<file path="src/rtl/core/implicit_list_heap_allocator_core_assert.svh">
// Assertion macros used by the heap allocator sequencer
`ifndef IMPLICIT_LIST_HEAP_ALLOCATOR_CORE_ASSERT_SVH
`define IMPLICIT_LIST_HEAP_ALLOCATOR_CORE_ASSERT_SVH

// Same-cycle implication, checked outside reset
`define HLA_ASSERT_IMP(lbl, clk, rstn, ante, cons) \
    lbl: assert property (@(posedge clk) disable iff (!rstn) (ante) |-> (cons)) \
        else $error("heap allocator assertion failed");

// Next-cycle implication, checked outside reset
`define HLA_ASSERT_NEXT(lbl, clk, rstn, ante, cons) \
    lbl: assert property (@(posedge clk) disable iff (!rstn) (ante) |=> (cons)) \
        else $error("heap allocator assertion failed");

`endif

</file>
<file path="src/rtl/core/hla_pkg.sv">
// Shared constants and types of the heap allocator
package hla_pkg;

    localparam int unsigned HEAP_BYTES = 1048576;
    localparam int unsigned HEAP_WORDS = HEAP_BYTES / 4;
    localparam int WA   = $clog2(HEAP_WORDS);
    localparam int BW   = $clog2(HEAP_BYTES) + 1;
    localparam int DW   = 32;
    localparam int XW   = 33;
    localparam int REQW = 21;
    localparam int OFFW = 20;
    localparam int CHW  = 21;
    localparam int AZW  = 22;
    localparam int GZW  = 23;
    localparam int SUMW = ((BW > GZW) ? BW : GZW) + 1;
    localparam int STW  = 2;

    localparam logic [STW-1:0] ST_DONE = 2'd0;
    localparam logic [STW-1:0] ST_OOM  = 2'd1;
    localparam logic [STW-1:0] ST_NULL = 2'd2;

    localparam logic MODE_ALLOC = 1'b0;
    localparam logic MODE_FREE  = 1'b1;

    localparam logic [CHW-1:0] CHUNK_RESET = 21'd4096;

    typedef struct packed {
        logic          we;
        logic [WA-1:0] addr;
        logic [DW-1:0] wdata;
    } t_mem_req;

    typedef struct packed {
        logic [OFFW-1:0] offset;
        logic [STW-1:0]  status;
    } t_result;

    typedef struct packed {
        logic          sub;
        logic [XW-1:0] a;
        logic [XW-1:0] b;
        logic [XW-1:0] k;
    } t_alu_op;

endpackage

</file>
<file path="src/rtl/core/hla_alu.sv">
// Shared address and size adder: y = a +/- b + k
module hla_alu import hla_pkg::*; (
    input  t_alu_op       i_op,
    output logic [XW-1:0] o_y
);

    // Add or subtract, then apply the offset term
    assign o_y = i_op.sub ? (i_op.a - i_op.b + i_op.k) : (i_op.a + i_op.b + i_op.k);

endmodule

</file>
<file path="config.mk">
export PLATFORM = sky130hd
export DESIGN_NAME = hla_alu
export DESIGN_NICKNAME = d
export VERILOG_FILES = /design/src/rtl/core/implicit_list_heap_allocator_core_assert.svh /design/src/rtl/core/hla_pkg.sv /design/src/rtl/core/hla_alu.sv
export SDC_FILE = /design/constraint.sdc
export NUM_CORES = 1
export LEC_CHECK = 0
export ABC_AREA = 1
export CAP_MARGIN = 20
export CORE_MARGIN = 5
export CORE_UTILIZATION = 50
export DETAILED_ROUTE_END_ITERATION = 8
export DONT_BUFFER_PORTS = 1
export PLACE_DENSITY = 0.7
export SYNTH_ARGS = -nofsm -noshare
export SYNTH_HDL_FRONTEND = slang
export SYNTH_SLANG_ARGS = --single-unit
</file>
<file path="constraint.sdc">
create_clock -name vclk -period 5.1
set_input_delay 1.275 -clock vclk [all_inputs]
set_output_delay 1.275 -clock vclk [all_outputs]
set_load 0.005 [all_outputs]
</file>
==> flow_summary.toml, run 1 <==
[flow_run]
cap_violations = 0

[critical_path]
critPathMaxFanout = 5
critPathTopFamily = "adder cells"
worstSetupPathType = "in -> out"
crit_path_max_incr_delay_ns = 0.56
path_cells = "inv_1 > fa_1 > inv_1 > ha_2 > fa_2 > nand3_1 > nand3_2 > nand2_1 > nand2_1 > nand2_1 > nand2_2 > nand2_1 > nand2_1 > nand2_1 > nand3_1 > nand2_1"
arrival_ns = 3.62
cp-start-kind = "input port"
path_depth = 16
cp.required_ns = 3.83
path_buf_inv = 2
slowest_stage = "fa_1"
cpMostUsedCell = "nand2_1"
worstSetupEndpointType = "primary output"

[synthesis]
netlist.area_leader.share_pct = 26.2
synth-simple-area-share_pct = 39.2
synth.distinct_cells = 31
yosys_warnings = 0
synth_area_um2 = 7160
synth_most_common_cell = "nand2_1"
postSynthCellCount = 1369
synth_top_family_by_area = "simple AND/OR/NAND/NOR gates"
synth_area_leaders = "nand2_1 (26%), inv_1 (22%), fa_1 (18%), ha_1 (11%), nand3_1 (5.5%)"
synth_common_cells = "nand2_1 (500), inv_1 (429), nor2_1 (86), nand3_1 (78), fa_1 (65)"
synth-adder-area-share_pct = 29.4
synth_compound_area_share_pct = 6.97
seq_area_frac_synth_pct = 0
syn_area_per_cell_um2 = 5.23
synth_fp_nets = 1598
synth-xor-area-share_pct = 1.35
synth_top_cell_by_area = "nand2_1"
muxShareOfSynthArea_pct = 0

[detailed_routing]
first_pass_iters = 5
viasPerCell = 4.94
detail_route.iter0.violations = 680
wl_per_cell_um = 14.1
drt_wl_total_mm = 21.7
vias = 7636
route.antenna.remaining_nets = 0
drc = 0

[floorplanning]
initial_utilization_pct = 51.2
pin_count = 133
chipWidth_um = 130
die_h_um = 130
die-area_um2 = 16800
core_um2 = 14000
rows = 43

[place]
port-buffer-count = 0
hpwl_mm = 19.5
gp_congestion = 0.983
pre_cts_slack_ns = 0.0809

[cells_and_area]
fill_cells = 1544
nClkBuffers = 0
syn_to_final_growth_pct = 3.25
regArea_um2 = 0
final_util_pct = 52.9
layout-drive-gt1-share_pct = 1.24
n_antenna_cell = 0
design.seq.count = 0
nets = 1598

[pwr]
p_per_area_nw_per_um2 = 210
p_leak_nw = 5.10
peakVddDrop_v = 0.0000844
power.total_w = 0.00156

[clocking]
hold_buffers = 0
postCtsSetupBuffers = 0

[outcome]
status = "completed"

[timing]
setup_tns_ns = 0
layout_min_cycle_time_ns = 4.89
finalHoldViolations = 0
fin_hold_ws_ns = 2.63
worst_slack_ns = 0.208
maxSlewHeadroom_pct = 38.5
finalSetupViolations = 0
rsz0062_at_grt = "no"
finalMaxSlewViolations = 0
max_freq_mhz = 204
max_slew.worst_pin.slew_ns = 0.917
fin_crit_sh_pct = 95.9

[global_route]
grtUsageTotal_pct = 25.8
grt_max_degree = 40
grt_overflow = 0
grt_pass1_vias = 7115
antenna_found_initial = 0
grt_first_pass_wirelength_mm = 34.8

[worst_hold_path]
min_path_type = "in -> out"
hold_depth = 1
[kinds of logic (layout without fill, tap and decap cells)]
| kind of cell | count (synthesis) | count (layout) |
|---|---|---|
| and+or+nand+nor | 698 | 698 |
| buffers and inverters | 437 | 435 |
| adders and majority gates | 129 | 129 |
| AOI/OAI and AO/OA | 94 | 94 |
| xor gates and xnor gates | 11 | 11 |
[through the flow]
step	cell area [µm²]	std cells
floorplan	7160	1369
global placement	7380	1547
detailed placement	7380	1547
CTS	7380	1547
global route	7390	1547
finish	7390	1547
[per-layer routing]
metal / up-vias / track usage [%] / routed length, µm
met2: 275 / 39.9 / 9050
met1: 3406 / 39.9 / 10700
met5: - / 0 / 0
met4: 0 / 2.20 / 230
met3: 20 / 3.46 / 1800
li1: 3935 / - / -
[final cells by class]
type | instances | area [µm²] | area share, %
multi-input cells | 932 | 5520 | 74.6
well taps | 180 | 225 | 3.05
repair buffers | 5 | 37.5 | 0.508
inverters | 430 | 1610 | 21.8
[layout by cell type, fill, tap and decap left out, types with 2 or more instances in the layout]
master / n
nand2_2: 7
nand3_1: 78
o21ai_0: 30
o21bai_1: 6
xnor2_1: 2
nand3b_1: 8
nand4_1: 6
and3_1: 2
xor2_1: 9
and2_1: 2
a21boi_0: 2
nor2_2: 2
inv_1: 429
buf_4: 5
a21o_1: 2
a21oi_1: 52
nor3_1: 6
nor2_1: 86
fa_1: 64
nand2_1: 498
ha_1: 63
[repair_timing]
item	in CTS	in global routing
hold endpoints to repair	0	0
endpoints found under the setup margin	0	8
gates resized for setup	0	4
[where the power goes]
part	switching, W	leakage [nW]	internal (W)
Combinational	0.00106	5.10	0.000498
Sequential	0	0	0
Clock	0	0	0
[final timing paths]
check	start	endpoint	slack [ns]
worst min-delay path	i_op[99]	o_y[3]	2.63
worst max-delay path	i_op[1]	o_y[31]	0.21
Note: power is estimated with default switching activity, not from simulation.
==> run 2, diff against run 1 <==
- CORE_ASPECT_RATIO: not set -> 1.75
- CORE_UTILIZATION: 50 -> 35
- PLACE_DENSITY: 0.7 -> 0.54
- RECOVER_POWER: not set -> 50
==> flow_summary.toml, run 2 (same netlist as run 1, synthesis figures left out) <==
[outcome]
status = "completed"

[cells_and_area]
nClkBuffers = 0
mostFrequentLayoutCell = "nand2_1"
syn_to_final_growth_pct = 5.40
nets = 1609
regArea_um2 = 0
n_antenna_cell = 0
most-common-layout-cells = "nand2_1 (498), inv_1 (429), nor2_1 (86)"
layout-drive-gt1-share_pct = 1.74
design.seq.count = 0

[critical_path]
arrival_ns = 3.69
path_buf_inv = 3
endpoint = "o_y[15]"
path_depth = 14
path_cells = "inv_1 > fa_1 > inv_1 > ha_1 > fa_1 > nand3_1 > nand3_2 > nand2_1 > nand2_1 > nand2_1 > nand2_2 > o21ai_1 > o21ai_1 > buf_4"
slowest_stage = "fa_1"
cp-start-kind = "input port"
worstSetupEndpointType = "primary output"
critPathMaxFanout = 5
critPathTopFamily = "adder cells"
cp.required_ns = 3.83
worstSetupPathType = "in -> out"
critPathLaunch = "i_op[1]"
cpMostUsedCell = "nand2_1"
crit_path_max_incr_delay_ns = 0.58

[pwr]
peakVddDrop_v = 0.0000760
power.total_w = 0.00162
p_leak_nw = 5.15
p_per_area_nw_per_um2 = 214

[timing]
fin_crit_sh_pct = 97.3
layout_min_cycle_time_ns = 4.96
rsz0062_at_grt = "no"
maxSlewHeadroom_pct = 51.7
finalMaxSlewViolations = 0
max_slew.worst_pin.slew_ns = 0.720
max_freq_mhz = 202
finalSetupViolations = 0
setup_tns_ns = 0
finalHoldViolations = 0

[floorplanning]
die-area_um2 = 23500
initial_utilization_pct = 35.4
pin_count = 133
chipWidth_um = 118
die_h_um = 199
core_um2 = 20200
rows = 69

[place]
port-buffer-count = 0
hpwl_mm = 22.7
gp_congestion = 0.974

[global_route]
grt_pass1_vias = 7598
grt_first_pass_wirelength_mm = 38.8
antenna_found_initial = 0
grt_overflow = 0
grt_max_degree = 40
grtUsageTotal_pct = 20.8

[detailed_routing]
drc = 0
detail_route.iter0.violations = 351
vias = 7533
wl_per_cell_um = 15.3
viasPerCell = 4.63
first_pass_iters = 5
route.antenna.remaining_nets = 0
drt_wl_total_mm = 24.9

[worst_hold_path]
min_path_type = "in -> out"

[clocking]
postCtsResizedCells = 0
hold_buffers = 0
postCtsSetupBuffers = 0

[flow_run]
cap_violations = 0
-- run 2: cell types whose count changed in the layout (fill, tap and decap cells not counted) --
| cell | before | now |
|---|---|---|
| o21ai_0 | 30 | 27 |
| clkbuf_1 | 0 | 3 |
| buf_4 | 5 | 13 |
| fa_2 | 1 | 0 |
| o21ai_1 | 0 | 3 |
| and2_1 | 2 | 1 |
| fa_1 | 64 | 65 |
| and2_0 | 0 | 1 |
-- run 2: area by class of cell --
| type | count | area (µm²) |
|---|---|---|
| Tap cell | 248 | 310 |
| Multi-Input combinational cell | 932 | 5510 |
| Fill cell | 2428 | 12700 |
| Timing Repair Buffer | 16 | 109 |
| Inverter | 430 | 1610 |
-- run 2: per-layer routing --
metal | track usage [%] | wire length [µm] | share of wire [%] | up-vias
met2 | 43.5 | 13700 | 55 | 192
met3 | 1.47 | 751 | 3.0 | 60
met4 | 12.7 | 1980 | 8.0 | 0
met1 | 19.0 | 8440 | 34 | 3326
li1 | - | - | - | 3955
met5 | 0 | 0 | 0 | -
-- run 2: worst min-delay path by stage --
| stage | start | end | cells past startpoint |
|---|---|---|---|
| after floorplan | i_op[33] | o_y[0] | 3 |
| after global placement | i_op[99] | o_y[3] | 1 |
| after detailed placement | i_op[99] | o_y[3] | 1 |
| after CTS | i_op[99] | o_y[3] | 1 |
| after global routing | i_op[99] | o_y[3] | 1 |
| final | i_op[99] | o_y[3] | 1 |
-- run 2: through the flow --
stage | setup slack [ns] | cells | hold slack (ns) | instance area [µm²] | util, %
after floorplan | 0.404 | 1369 | 2.79 | 7160 | -
after global placement | 0.0689 | 1626 | 2.63 | 7550 | 37.4
after detailed placement | 0.0423 | 1626 | 2.64 | 7550 | 37.4
after CTS | 0.0384 | 1626 | 2.64 | 7550 | 37.4
after global routing | 0.0100 | 1626 | 2.64 | 7550 | 37.4
final | 0.139 | 1626 | 2.63 | 7550 | 37.4
-- run 2: power by group --
group,switching (W),internal (W)
combinational,0.00110,0.000521
sequential,0,0
clock,0,0
total,0.00110,0.000521
==> run 3, diff against run 2 <==
- CAP_MARGIN: 20 -> 10
- CELL_PAD_IN_SITES_DETAIL_PLACEMENT: not set -> 0
- CELL_PAD_IN_SITES_GLOBAL_PLACEMENT: not set -> 1
- PLACE_DENSITY: 0.54 -> 0.74
==> flow_summary.toml, run 3 (same netlist as run 1, synthesis figures left out) <==
[timing]
finalSetupViolations = 0
fin_crit_sh_pct = 97.3
layout_min_cycle_time_ns = 4.96
maxSlewHeadroom_pct = 53.1
worst_slack_ns = 0.138
max_freq_mhz = 202
finalHoldViolations = 0
max_slew.worst_pin.slew_ns = 0.699
fin_hold_ws_ns = 2.63
finalMaxSlewViolations = 0
rsz0062_at_grt = "no"

[cells_and_area]
most-common-layout-cells = "nand2_1 (499), inv_1 (428), nor2_1 (86)"
syn_to_final_growth_pct = 5.07
nClkBuffers = 0
design.seq.count = 0
design_area_um2 = 7520
regArea_um2 = 0
nets = 1604
mostFrequentLayoutCell = "nand2_1"
n_antenna_cell = 0
layout-drive-gt1-share_pct = 1.75

[outcome]
status = "completed"

[place]
hpwl_mm = 22.9
pre_cts_slack_ns = -0.0724
port-buffer-count = 0
gp_congestion = 1.01
place_area_um2 = 7510

[critical_path]
arrival_ns = 3.69
cp.required_ns = 3.83
worstSetupPathType = "in -> out"
worstSetupEndpointType = "primary output"
critPathMaxFanout = 4
cp-start-kind = "input port"
critPathLaunch = "i_op[1]"

[detailed_routing]
viasPerCell = 4.62
wl_per_cell_um = 15.5
detail_route.iter0.violations = 310
first_pass_iters = 5
drc = 0
vias = 7486
route.antenna.remaining_nets = 0
drt_wl_total_mm = 25.1

[worst_hold_path]
min_path_type = "in -> out"
hp-start = "i_op[99]"
min_to = "o_y[3]"
hold_depth = 1

[floorplanning]
rows = 69
pin_count = 133
die-area_um2 = 23500
core_um2 = 20200
initial_utilization_pct = 35.4
chipWidth_um = 118
die_h_um = 199

[pwr]
p_per_area_nw_per_um2 = 211
p_leak_nw = 5.12
peakVddDrop_v = 0.0000796

[global_route]
grt_overflow = 0
grt_pass1_vias = 7683
grtUsageTotal_pct = 21.0
antenna_found_initial = 0
grt_first_pass_wirelength_mm = 39.2
grt_max_degree = 40

[clocking]
hold_buffers = 0

[flow_run]
cap_violations = 0
==> run 3: critical path, stage by stage <==
cell	delay, ns
inv_1	0.06
fa_1	0.57
inv_1	0.08
ha_2	0.19
fa_1	0.43
clkbuf_1	0.13
nand3_1	0.09
nand3_1	0.18
o21ai_1	0.44
o21ai_0	0.24
==> run 3: metal layers <==
metal | wire length, µm | global-route usage [%] | part of all wire [%]
met5 | 0 | 0 | 0
met4 | 1820 | 12.2 | 7.2
met3 | 1120 | 2.75 | 4.5
met2 | 13300 | 42.3 | 53
met1 | 8930 | 19.9 | 36
==> run 3: area by class of cell <==
| class | instances | area (µm²) |
|---|---|---|
| fillers | 2406 | 12700 |
| multi-input cells | 932 | 5520 |
| inverters | 430 | 1610 |
| well taps | 248 | 310 |
| repair buffers | 11 | 75.1 |
==> run 3: repair_timing <==
item	CTS	global route
gates resized for setup	1	8
setup buffers	0	0
cloned	0	0
setup endpoints to repair	1	8
==> run 3: power by group <==
group          switching [W]  internal [W]  total [W]
Sequential                 0             0          0
Combinational        0.00107      0.000514    0.00159
Clock                      0             0          0
==> run 3: worst max-delay path by stage <==
stage | cells after the start | end | slack [ns]
final | 10 | o_y[11] | 0.14
after floorplan | 16 | o_y[31] | 0.40
after detailed placement | 10 | o_y[11] | -0.07
after global placement | 10 | o_y[11] | -0.08
after CTS | 14 | o_y[15] | 0.12
after global routing | 16 | o_y[32] | 0.01
==> run 3: per-stage QoR <==
step | util (%) | setup TNS [ns] | total power (W) | std cells
CTS | 37.2 | 0 | 0.00160 | 1621
detailed placement | 37.2 | -0.0724 | 0.00159 | 1621
floorplan | - | 0 | 0.00111 | 1369
finish | 37.2 | 0 | 0.00159 | 1621
global placement | 37.2 | -0.0768 | 0.00158 | 1621
global route | 37.2 | 0 | 0.00181 | 1621
